## src/rtl/core/scsf_pkg.sv

```systemverilog
// Shared types and constants for the int8 class score seed filter.
// No dependencies; imported by the core and the result queue.
package scsf_pkg;

  // Tensor limits
  localparam int MAX_ANCHORS = 65536;
  localparam int MAX_CLASSES = 256;
  localparam logic [16:0] ANCHOR_LIMIT = 17'(MAX_ANCHORS);
  localparam logic [8:0]  CLASS_LIMIT  = 9'(MAX_CLASSES);

  // Probability table geometry
  localparam int TABLE_AW = 8;
  localparam int PROB_W   = 16;

  // Scan counter limits (saturation)
  localparam logic [16:0] ANCHOR_SCAN_MAX = '1;
  localparam logic [24:0] VALUE_SCAN_MAX  = '1;

  // Configuration port
  localparam int CFG_INDEX_W = 2;
  localparam int CFG_DATA_W  = 16;
  localparam logic [CFG_INDEX_W-1:0] CFG_LOGIT_PASS_MIN = 2'd0;
  localparam logic [CFG_INDEX_W-1:0] CFG_SUM_PASS_MIN   = 2'd1;
  localparam logic [CFG_INDEX_W-1:0] CFG_SEED_CAPACITY  = 2'd2;

  localparam logic signed [8:0] LOGIT_PASS_MIN_RST = 9'sd128;
  localparam logic signed [7:0] SUM_PASS_MIN_RST   = 8'sh80;
  localparam logic [15:0]       SEED_CAPACITY_RST  = 16'hFFFF;

  // Command and result codes
  localparam logic CMD_TABLE_WRITE = 1'b0;
  localparam logic CMD_ELEMENT     = 1'b1;
  localparam logic RES_SEED        = 1'b0;
  localparam logic RES_SUMMARY     = 1'b1;

  // Result queue
  localparam int QUEUE_DEPTH = 4;
  localparam int QUEUE_AW    = 2;
  localparam int QUEUE_CW    = 3;

  typedef struct packed {
    logic               command;
    logic [15:0]        anchor_index;
    logic [7:0]         class_index;
    logic signed [7:0]  logit_value;
    logic signed [7:0]  score_sum_value;
    logic [15:0]        table_data;
    logic               frame_start;
    logic               frame_end;
  } item_t;

  typedef struct packed {
    logic        result_kind;
    logic [15:0] seed_anchor;
    logic [7:0]  seed_class;
    logic [15:0] probability;
    logic [15:0] seed_total;
    logic        status;
    logic [16:0] anchor_scan_count;
    logic [24:0] value_scan_count;
    logic        last_result;
  } result_t;

  // One item's pending results: a seed, a summary, or both
  typedef struct packed {
    logic        has_seed;
    logic        has_sum;
    logic [15:0] anchor;
    logic [7:0]  cls;
    logic [15:0] prob;
    logic [15:0] seed_total;
    logic        overflow;
    logic [16:0] anchor_scan;
    logic [24:0] value_scan;
  } pend_t;

endpackage

```

## src/rtl/core/int8_class_score_seed_filter_core.sv

```systemverilog
// Top level of the int8 class score seed filter.
// Depends on scsf_pkg, scsf_prob_ram and scsf_result_queue.

// Takes one beat per clock on the item channel: either a probability table
// load (command 0, entry address in logit_value, Q0.16 data in table_data) or
// one int8 logit element in anchor-major order. An element whose score sum
// clears sum_pass_min is counted as scanned (anchors on their class 0
// element); if its logit also clears logit_pass_min it becomes a seed with
// the table probability for that logit code, until seed_capacity seeds have
// been kept, after which seeds are dropped and overflow is flagged.
// frame_start clears the frame counts before the beat is handled; frame_end
// queues a summary after the beat's own seed. Sustained rate is one item per
// cycle; an item that yields both a seed and a summary occupies the result
// channel for two beats, so the item channel stalls while the four-entry
// result queue catches up. A result is registered with the synchronous
// table read in stage 1 and then in the result queue before it appears. The
// table sits in one RAM with one write and one read port; a load is written
// at its own beat edge, so a seed arriving on the very next beat already
// reads the new entry and no forwarding is needed. Table entries must be
// loaded before any seed reads them. Configuration writes belong between
// frames, with the block idle.
module int8_class_score_seed_filter_core (
  input  logic                             clk,
  input  logic                             rst,
  // configuration
  input  logic                             cfg_write,
  input  logic [scsf_pkg::CFG_INDEX_W-1:0] cfg_index,
  input  logic [scsf_pkg::CFG_DATA_W-1:0]  cfg_data,
  // item channel
  input  logic                             item_valid,
  output logic                             item_stall,
  input  scsf_pkg::item_t                  item,
  // result channel
  output logic                             result_valid,
  input  logic                             result_stall,
  output scsf_pkg::result_t                result
);
  import scsf_pkg::*;

  // Configuration registers
  logic signed [8:0] logit_pass_min;
  logic signed [7:0] sum_pass_min;
  logic [15:0]       seed_capacity;

  // Frame state
  logic [15:0] seed_count;
  logic        overflow_flag;
  logic [16:0] anchor_scan_total;
  logic [24:0] value_scan_total;

  logic [15:0] seed_count_next;
  logic        overflow_flag_next;
  logic [16:0] anchor_scan_total_next;
  logic [24:0] value_scan_total_next;

  // Accept-side decode
  logic        take;
  logic        is_elem;
  logic        in_range;
  logic        scanned;
  logic        seed_cand;
  logic        cap_hit;
  logic        emit_seed;
  logic [15:0] seed_base;
  logic        ovf_base;
  logic [16:0] anchor_base;
  logic [24:0] value_base;

  // Stage 1: waiting on the table read
  logic        s1_valid;
  pend_t       s1;
  pend_t       s1_push;
  logic [PROB_W-1:0] ram_rdata;

  logic [QUEUE_CW-1:0] q_count;

  // ---------------------------------------------------------------------
  // Configuration
  // ---------------------------------------------------------------------
  always_ff @(posedge clk) begin
    if (rst) begin
      logit_pass_min <= LOGIT_PASS_MIN_RST;
      sum_pass_min   <= SUM_PASS_MIN_RST;
      seed_capacity  <= SEED_CAPACITY_RST;
    end else if (cfg_write) begin
      case (cfg_index)
        CFG_LOGIT_PASS_MIN: logit_pass_min <= $signed(cfg_data[8:0]);
        CFG_SUM_PASS_MIN:   sum_pass_min   <= $signed(cfg_data[7:0]);
        CFG_SEED_CAPACITY:  seed_capacity  <= cfg_data[15:0];
        default: ;
      endcase
    end
  end

  // ---------------------------------------------------------------------
  // Per-beat filtering and frame counts
  // ---------------------------------------------------------------------
  // Room for one more item: queue plus the entry in flight must stay below depth
  assign item_stall = (q_count + QUEUE_CW'(s1_valid)) >= QUEUE_CW'(QUEUE_DEPTH);
  assign take       = item_valid && !item_stall;

  always_comb begin
    // frame_start clears the counts before this beat is applied
    seed_base   = item.frame_start ? '0   : seed_count;
    ovf_base    = item.frame_start ? 1'b0 : overflow_flag;
    anchor_base = item.frame_start ? '0   : anchor_scan_total;
    value_base  = item.frame_start ? '0   : value_scan_total;

    is_elem   = (item.command == CMD_ELEMENT);
    in_range  = ({1'b0, item.anchor_index} < ANCHOR_LIMIT) &&
                ({1'b0, item.class_index} < CLASS_LIMIT);
    scanned   = is_elem && in_range && (item.score_sum_value >= sum_pass_min);
    seed_cand = scanned &&
                ($signed({item.logit_value[7], item.logit_value}) >= logit_pass_min);
    cap_hit   = (seed_base >= seed_capacity);
    emit_seed = seed_cand && !cap_hit;

    seed_count_next    = emit_seed ? seed_base + 16'd1 : seed_base;
    overflow_flag_next = ovf_base || (seed_cand && cap_hit);

    anchor_scan_total_next = anchor_base;
    if (scanned && (item.class_index == '0) && (anchor_base != ANCHOR_SCAN_MAX)) begin
      anchor_scan_total_next = anchor_base + 17'd1;
    end
    value_scan_total_next = value_base;
    if (scanned && (value_base != VALUE_SCAN_MAX)) begin
      value_scan_total_next = value_base + 25'd1;
    end
  end

  always_ff @(posedge clk) begin
    if (rst) begin
      seed_count        <= '0;
      overflow_flag     <= 1'b0;
      anchor_scan_total <= '0;
      value_scan_total  <= '0;
      s1_valid          <= 1'b0;
    end else begin
      if (take) begin
        seed_count        <= seed_count_next;
        overflow_flag     <= overflow_flag_next;
        anchor_scan_total <= anchor_scan_total_next;
        value_scan_total  <= value_scan_total_next;
      end
      // only beats that produce a result enter the pipe
      s1_valid <= take && (emit_seed || item.frame_end);
    end
  end

  // payload of stage 1, no reset needed
  always_ff @(posedge clk) begin
    if (take) begin
      s1.has_seed    <= emit_seed;
      s1.has_sum     <= item.frame_end;
      s1.anchor      <= item.anchor_index;
      s1.cls         <= item.class_index;
      s1.prob        <= '0;
      s1.seed_total  <= seed_count_next;
      s1.overflow    <= overflow_flag_next;
      s1.anchor_scan <= anchor_scan_total_next;
      s1.value_scan  <= value_scan_total_next;
    end
  end

  // ---------------------------------------------------------------------
  // Probability table: load on table beats, read on seeds
  // ---------------------------------------------------------------------
  scsf_prob_ram #(
    .AW (TABLE_AW),
    .DW (PROB_W)
  ) u_prob_ram (
    .clk   (clk),
    .we    (take && (item.command == CMD_TABLE_WRITE)),
    .waddr (item.logit_value),
    .wdata (item.table_data),
    .re    (take && emit_seed),
    .raddr (item.logit_value),
    .rdata (ram_rdata)
  );

  always_comb begin
    s1_push      = s1;
    s1_push.prob = ram_rdata;
  end

  // ---------------------------------------------------------------------
  // Result queue
  // ---------------------------------------------------------------------
  scsf_result_queue u_result_queue (
    .clk          (clk),
    .rst          (rst),
    .push         (s1_valid),
    .push_data    (s1_push),
    .count        (q_count),
    .result_valid (result_valid),
    .result_stall (result_stall),
    .result       (result)
  );

  // ---------------------------------------------------------------------
  // Checks
  // ---------------------------------------------------------------------
  // stall accounting keeps a free slot for every entry in flight
  a_no_queue_overrun: assert property (@(posedge clk) disable iff (rst)
    s1_valid |-> (q_count < QUEUE_CW'(QUEUE_DEPTH)))
    else $error("result queue pushed while full");

  // a frame_end beat always produces a queued summary
  a_end_gives_summary: assert property (@(posedge clk) disable iff (rst)
    (take && item.frame_end) |=> (s1_valid && s1.has_sum))
    else $error("frame end beat without summary");

  // every scanned anchor is also a scanned value
  a_scan_order: assert property (@(posedge clk) disable iff (rst)
    ({8'd0, anchor_scan_total} <= value_scan_total))
    else $error("anchor scan count exceeds value scan count");

endmodule

```

## src/rtl/core/scsf_prob_ram.sv

```systemverilog
// Generic single-write, single-read synchronous RAM, registered read data.
// Holds the probability table; no package dependencies.
module scsf_prob_ram #(
  parameter int AW = 8,
  parameter int DW = 16
) (
  input  logic          clk,
  input  logic          we,
  input  logic [AW-1:0] waddr,
  input  logic [DW-1:0] wdata,
  input  logic          re,
  input  logic [AW-1:0] raddr,
  output logic [DW-1:0] rdata
);

  logic [DW-1:0] mem [2**AW];

  always_ff @(posedge clk) begin
    if (we) begin
      mem[waddr] <= wdata;
    end
    if (re) begin
      rdata <= mem[raddr];
    end
  end

endmodule

```

## src/rtl/core/scsf_result_queue.sv

```systemverilog
// Result queue: one entry per result-producing item, unrolled into seed and summary beats.
// Depends on scsf_pkg (pend_t, result_t, queue constants).
module scsf_result_queue (
  input  logic                          clk,
  input  logic                          rst,
  input  logic                          push,
  input  scsf_pkg::pend_t               push_data,
  output logic [scsf_pkg::QUEUE_CW-1:0] count,
  output logic                          result_valid,
  input  logic                          result_stall,
  output scsf_pkg::result_t             result
);
  import scsf_pkg::*;

  pend_t               q_mem [QUEUE_DEPTH];
  logic [QUEUE_AW-1:0] wr_ptr;
  logic [QUEUE_AW-1:0] rd_ptr;
  logic                seed_done;
  pend_t               head;
  logic                show_seed;
  logic                last_beat;
  logic                beat;
  logic                pop;

  assign head         = q_mem[rd_ptr];
  assign result_valid = (count != '0);
  assign show_seed    = head.has_seed && !seed_done;
  assign last_beat    = !(show_seed && head.has_sum);
  assign beat         = result_valid && !result_stall;
  assign pop          = beat && last_beat;

  always_comb begin
    result = '0;
    if (show_seed) begin
      result.result_kind = RES_SEED;
      result.seed_anchor = head.anchor;
      result.seed_class  = head.cls;
      result.probability = head.prob;
    end else begin
      result.result_kind       = RES_SUMMARY;
      result.seed_total        = head.seed_total;
      result.status            = head.overflow;
      result.anchor_scan_count = head.anchor_scan;
      result.value_scan_count  = head.value_scan;
      result.last_result       = 1'b1;
    end
  end

  always_ff @(posedge clk) begin
    if (push) begin
      q_mem[wr_ptr] <= push_data;
    end
  end

  always_ff @(posedge clk) begin
    if (rst) begin
      wr_ptr    <= '0;
      rd_ptr    <= '0;
      count     <= '0;
      seed_done <= 1'b0;
    end else begin
      if (push) begin
        wr_ptr <= wr_ptr + 1'b1;
      end
      if (pop) begin
        rd_ptr    <= rd_ptr + 1'b1;
        seed_done <= 1'b0;
      end else if (beat) begin
        seed_done <= 1'b1;
      end
      count <= count + QUEUE_CW'(push) - QUEUE_CW'(pop);
    end
  end

endmodule
```

## config.mk

```make
export PLATFORM = sky130hd
export DESIGN_NAME = int8_class_score_seed_filter_core
export DESIGN_NICKNAME = d
export VERILOG_FILES = /design/src/rtl/core/scsf_pkg.sv /design/src/rtl/core/int8_class_score_seed_filter_core.sv /design/src/rtl/core/scsf_prob_ram.sv /design/src/rtl/core/scsf_result_queue.sv
export SDC_FILE = /design/constraint.sdc
export NUM_CORES = 2
export LEC_CHECK = 0
export ABC_AREA = 0
export BUFFER_PORTS_ARGS = -buffer_cell sky130_fd_sc_hd__buf_4
export CORE_UTILIZATION = 55
export DETAILED_ROUTE_END_ITERATION = 6
export PLACE_DENSITY = 0.68
export SETUP_SLACK_MARGIN = 0.02
export SLEW_MARGIN = 25
export SYNTH_ARGS = -nofsm -noshare
export SYNTH_HDL_FRONTEND = slang
export SYNTH_HIERARCHICAL = 1
export SYNTH_MEMORY_MAX_BITS = 65536
export SYNTH_SLANG_ARGS = --single-unit
```

## constraint.sdc

```tcl
create_clock -name clk -period 7.2 [get_ports clk]
set_input_delay 0.72 -clock clk [delete_from_list [all_inputs] [get_ports clk]]
set_output_delay 0.72 -clock clk [all_outputs]
set_load 0.01 [all_outputs]
```

==> metrics <==
status=completed; Overflow after GRT=0; RSZ-0062 raised after global routing=no; crit path DAT=5.14 ns; P_int=45370 uW; root buffer cell=clkbuf_16; # DRC=0; post-layout util=62.43%; sequential share of power=52.4%; Tmin final=4.469 ns; Clock power frac=40.5%; Mapped Area=183700 um2; CP required=7.88 ns; Peak Freq=223.7 MHz; DRT antenna net count=0; Setup CP Type=reg2reg; Mapped Nets=9130; Netlist cell types=89; Final Routed Wirelength=480400 um; Yosys top cell area share=75.20%; Most used DFF post-synth=edfxtp_1; Synth area leader=edfxtp_1; RD Place Congestion=0.9308; clock latency on the worst-skew pair=1.00 ns; H-tree depth=5; Die Wd=580.0 um; CTS tree=built; Critical Path End Type=flop; # setup viols final=0; dpl ws=2.100 ns; Seq/Total Area, Yosys=76.32%; worst ir drop on vdd=0.2662 mV; clock tree buffer depth=4; Final nets=9693; Cells after Synth=9005; Setup TNS Final=0 ns; max-cap violations=0; Sw Ratio=21.97%; Gate power share=7.0%; DIE HEIGHT=580.0 um; Hold Vio Cnt, Final=0; CTS buffer count=462; vias in the first global route=92758; pwr/cell area=281.1 nW/um2; vias per cell=6.645; Post-synth EDFFs=4601; P_sw=12770 uW; drt first pass iters=7; Clock Pin Slew Worst Setup and Hold Paths=0.06 ns; row cnt=211; CP startpoint kind=flop; synth warn=6; Avg Cell Area, Syn=20.40 um2; FFs w/ async S/R, synth=0%; initial core utilization=55.45%; share of cells above drive strength 1=23.73%; WL per Instance=33.47 um; Layout area overhead=12.59%; Leak=0.06632 uW; DR iter-0 viols=13010; measured slew at the worst slew-check pin=1.251 ns; largest net degree at the start of global routing=189; first-pass GRT wire length=683400 um; Final Cycle Share=62.07%; core area=331300 um2; GRT Util Overall=28.30%; Sink Count=4704; via count=95375; I/O pins=185; top cells by area, synth=edfxtp_1 (75%), mux4_2 (11%), mux2i_1 (3.1%); post_cts resized=0; commonest cells in the netlist=edfxtp_1 (4601), mux4_2 (898), mux2i_1 (575); CP Max Fanout=19; register bit count reported by yosys=4704; Final WS setup=2.731 ns; Max Slew Vio Count=0; top-count cell post-synth=edfxtp_1; Die ar.=336400 um2; Worst Hold Class=in2reg; initial antenna violation count=28; hpwl dp=286900 um; clk_skew=0.05623 ns; Max-slew headroom=15.74%; port bufs=184
stage by stage:
step	total power (uW)	instances	hold WS (ns)	instance area [um2]
6_report	58140	14353	0.07117	206900
5_1_grt	59650	14328	0.06356	206800
4_1_cts	58400	14322	0.01147	206600
3_5_place_dp	35130	13427	0.4809	191500
3_3_place_gp	35030	13415	0.4648	191200
2_1_floorplan	33310	9005	0.4464	183700
layer usage:
metal  vias up  part of all wire, %  GRT usage, %
met3       933                   11         6.251
met1     49894                   38         40.39
met2      5702                   46         43.22
met4        20                  4.3         10.57
li1      38826                    -             -
met5         -                0.062        0.3969
worst max-delay path: stages, from the launching register on:
cell,delay (ns)
dfxtp_1,0.50
nand3_1,0.14
xor2_1,0.36
nand2_2,0.27
nor2_2,0.18
buf_4,0.38
nand3_2,0.76
buf_4,0.51
nor2_1,0.69
buf_4,0.34
state kept, by name, indices dropped and copies added, names as in the netlist, named ones only:
register,cells
value_scan_total,25
u_result_queue/seed_done,1
u_result_queue/wr_ptr,2
logit_pass_min,9
s1,85
u_prob_ram/mem,4096
u_result_queue/rd_ptr,2
u_prob_ram/rdata,16
s1_valid,1
seed_capacity,16
seed_count,16
sum_pass_min,8
u_result_queue/q_mem,404
overflow_flag,1
u_result_queue/count,3
anchor_scan_total,17
area by class of cell:
cell class	instances	area, um2
clock inverter	267	2477
clock buffer	589	12260
timing repair buffer	642	5468
tap	4366	5463
antenna	27	67.56
inverter	60	240.2
sequential	4704	140200
fill	22324	124500
multi-input combinational	3698	40640
final timing paths:
path | depth (start not counted) | slack (ns) | startpoint | endpoint
worst max register to register | 9 | 2.73 | s1_valid | u_prob_ram/mem[106][12]
worst min register to register | 0 | 0.46 | s1[33] | u_result_queue/q_mem[3][33]
worst max-delay path | 9 | 2.73 | s1_valid | u_prob_ram/mem[106][12]
worst min-delay path | 3 | 0.07 | cfg_data[12] | seed_capacity[12]
power by group through the flow:
stage | combinational (uW) | clock [uW] | sequential, uW
final | 4090 | 23600 | 30500
after global routing | 4300 | 24900 | 30500
after CTS | 4090 | 23800 | 30500
after detailed placement | 4070 | 0 | 31100
after global placement | 3990 | 0 | 31000
after floorplan | 2330 | 0 | 31000
what timing repair did:
item | CTS | global route
buffers inserted | 0 | 0
hold endpoints to repair | 47 | 0
hold buffers | 39 | 0
setup endpoints to repair | 0 | 0
cell usage in the layout, fill, tap and decap left out, drive strengths merged, types with 76 or more instances in the layout:
master and count:
a21oi 217, buf 602, clkbuf 590, clkinv 201, dfxtp 103, edfxtp 4601
mux2 94, mux2i 576, mux4 898, nand2 149, nand3 76, nor2 386
nor3 111, o21ai 84, o221ai 254, o22ai 148
kinds of logic (layout without fill, tap and decap cells):
family | Yosys count | count (layout) | synth area share [%]
flops | 4704 | 4704 | 76.32
mux | 1568 | 1568 | 14.72
simple gates | 1066 | 1066 | 2.881
compound gates | 976 | 976 | 3.764
buf+inv | 603 | 1558 | 1.795
xor+xnor | 45 | 45 | 0.2145
fa+ha+maj | 43 | 43 | 0.2969
other cells | 0 | 27 | 0
Power figures use the tool's default switching activity.
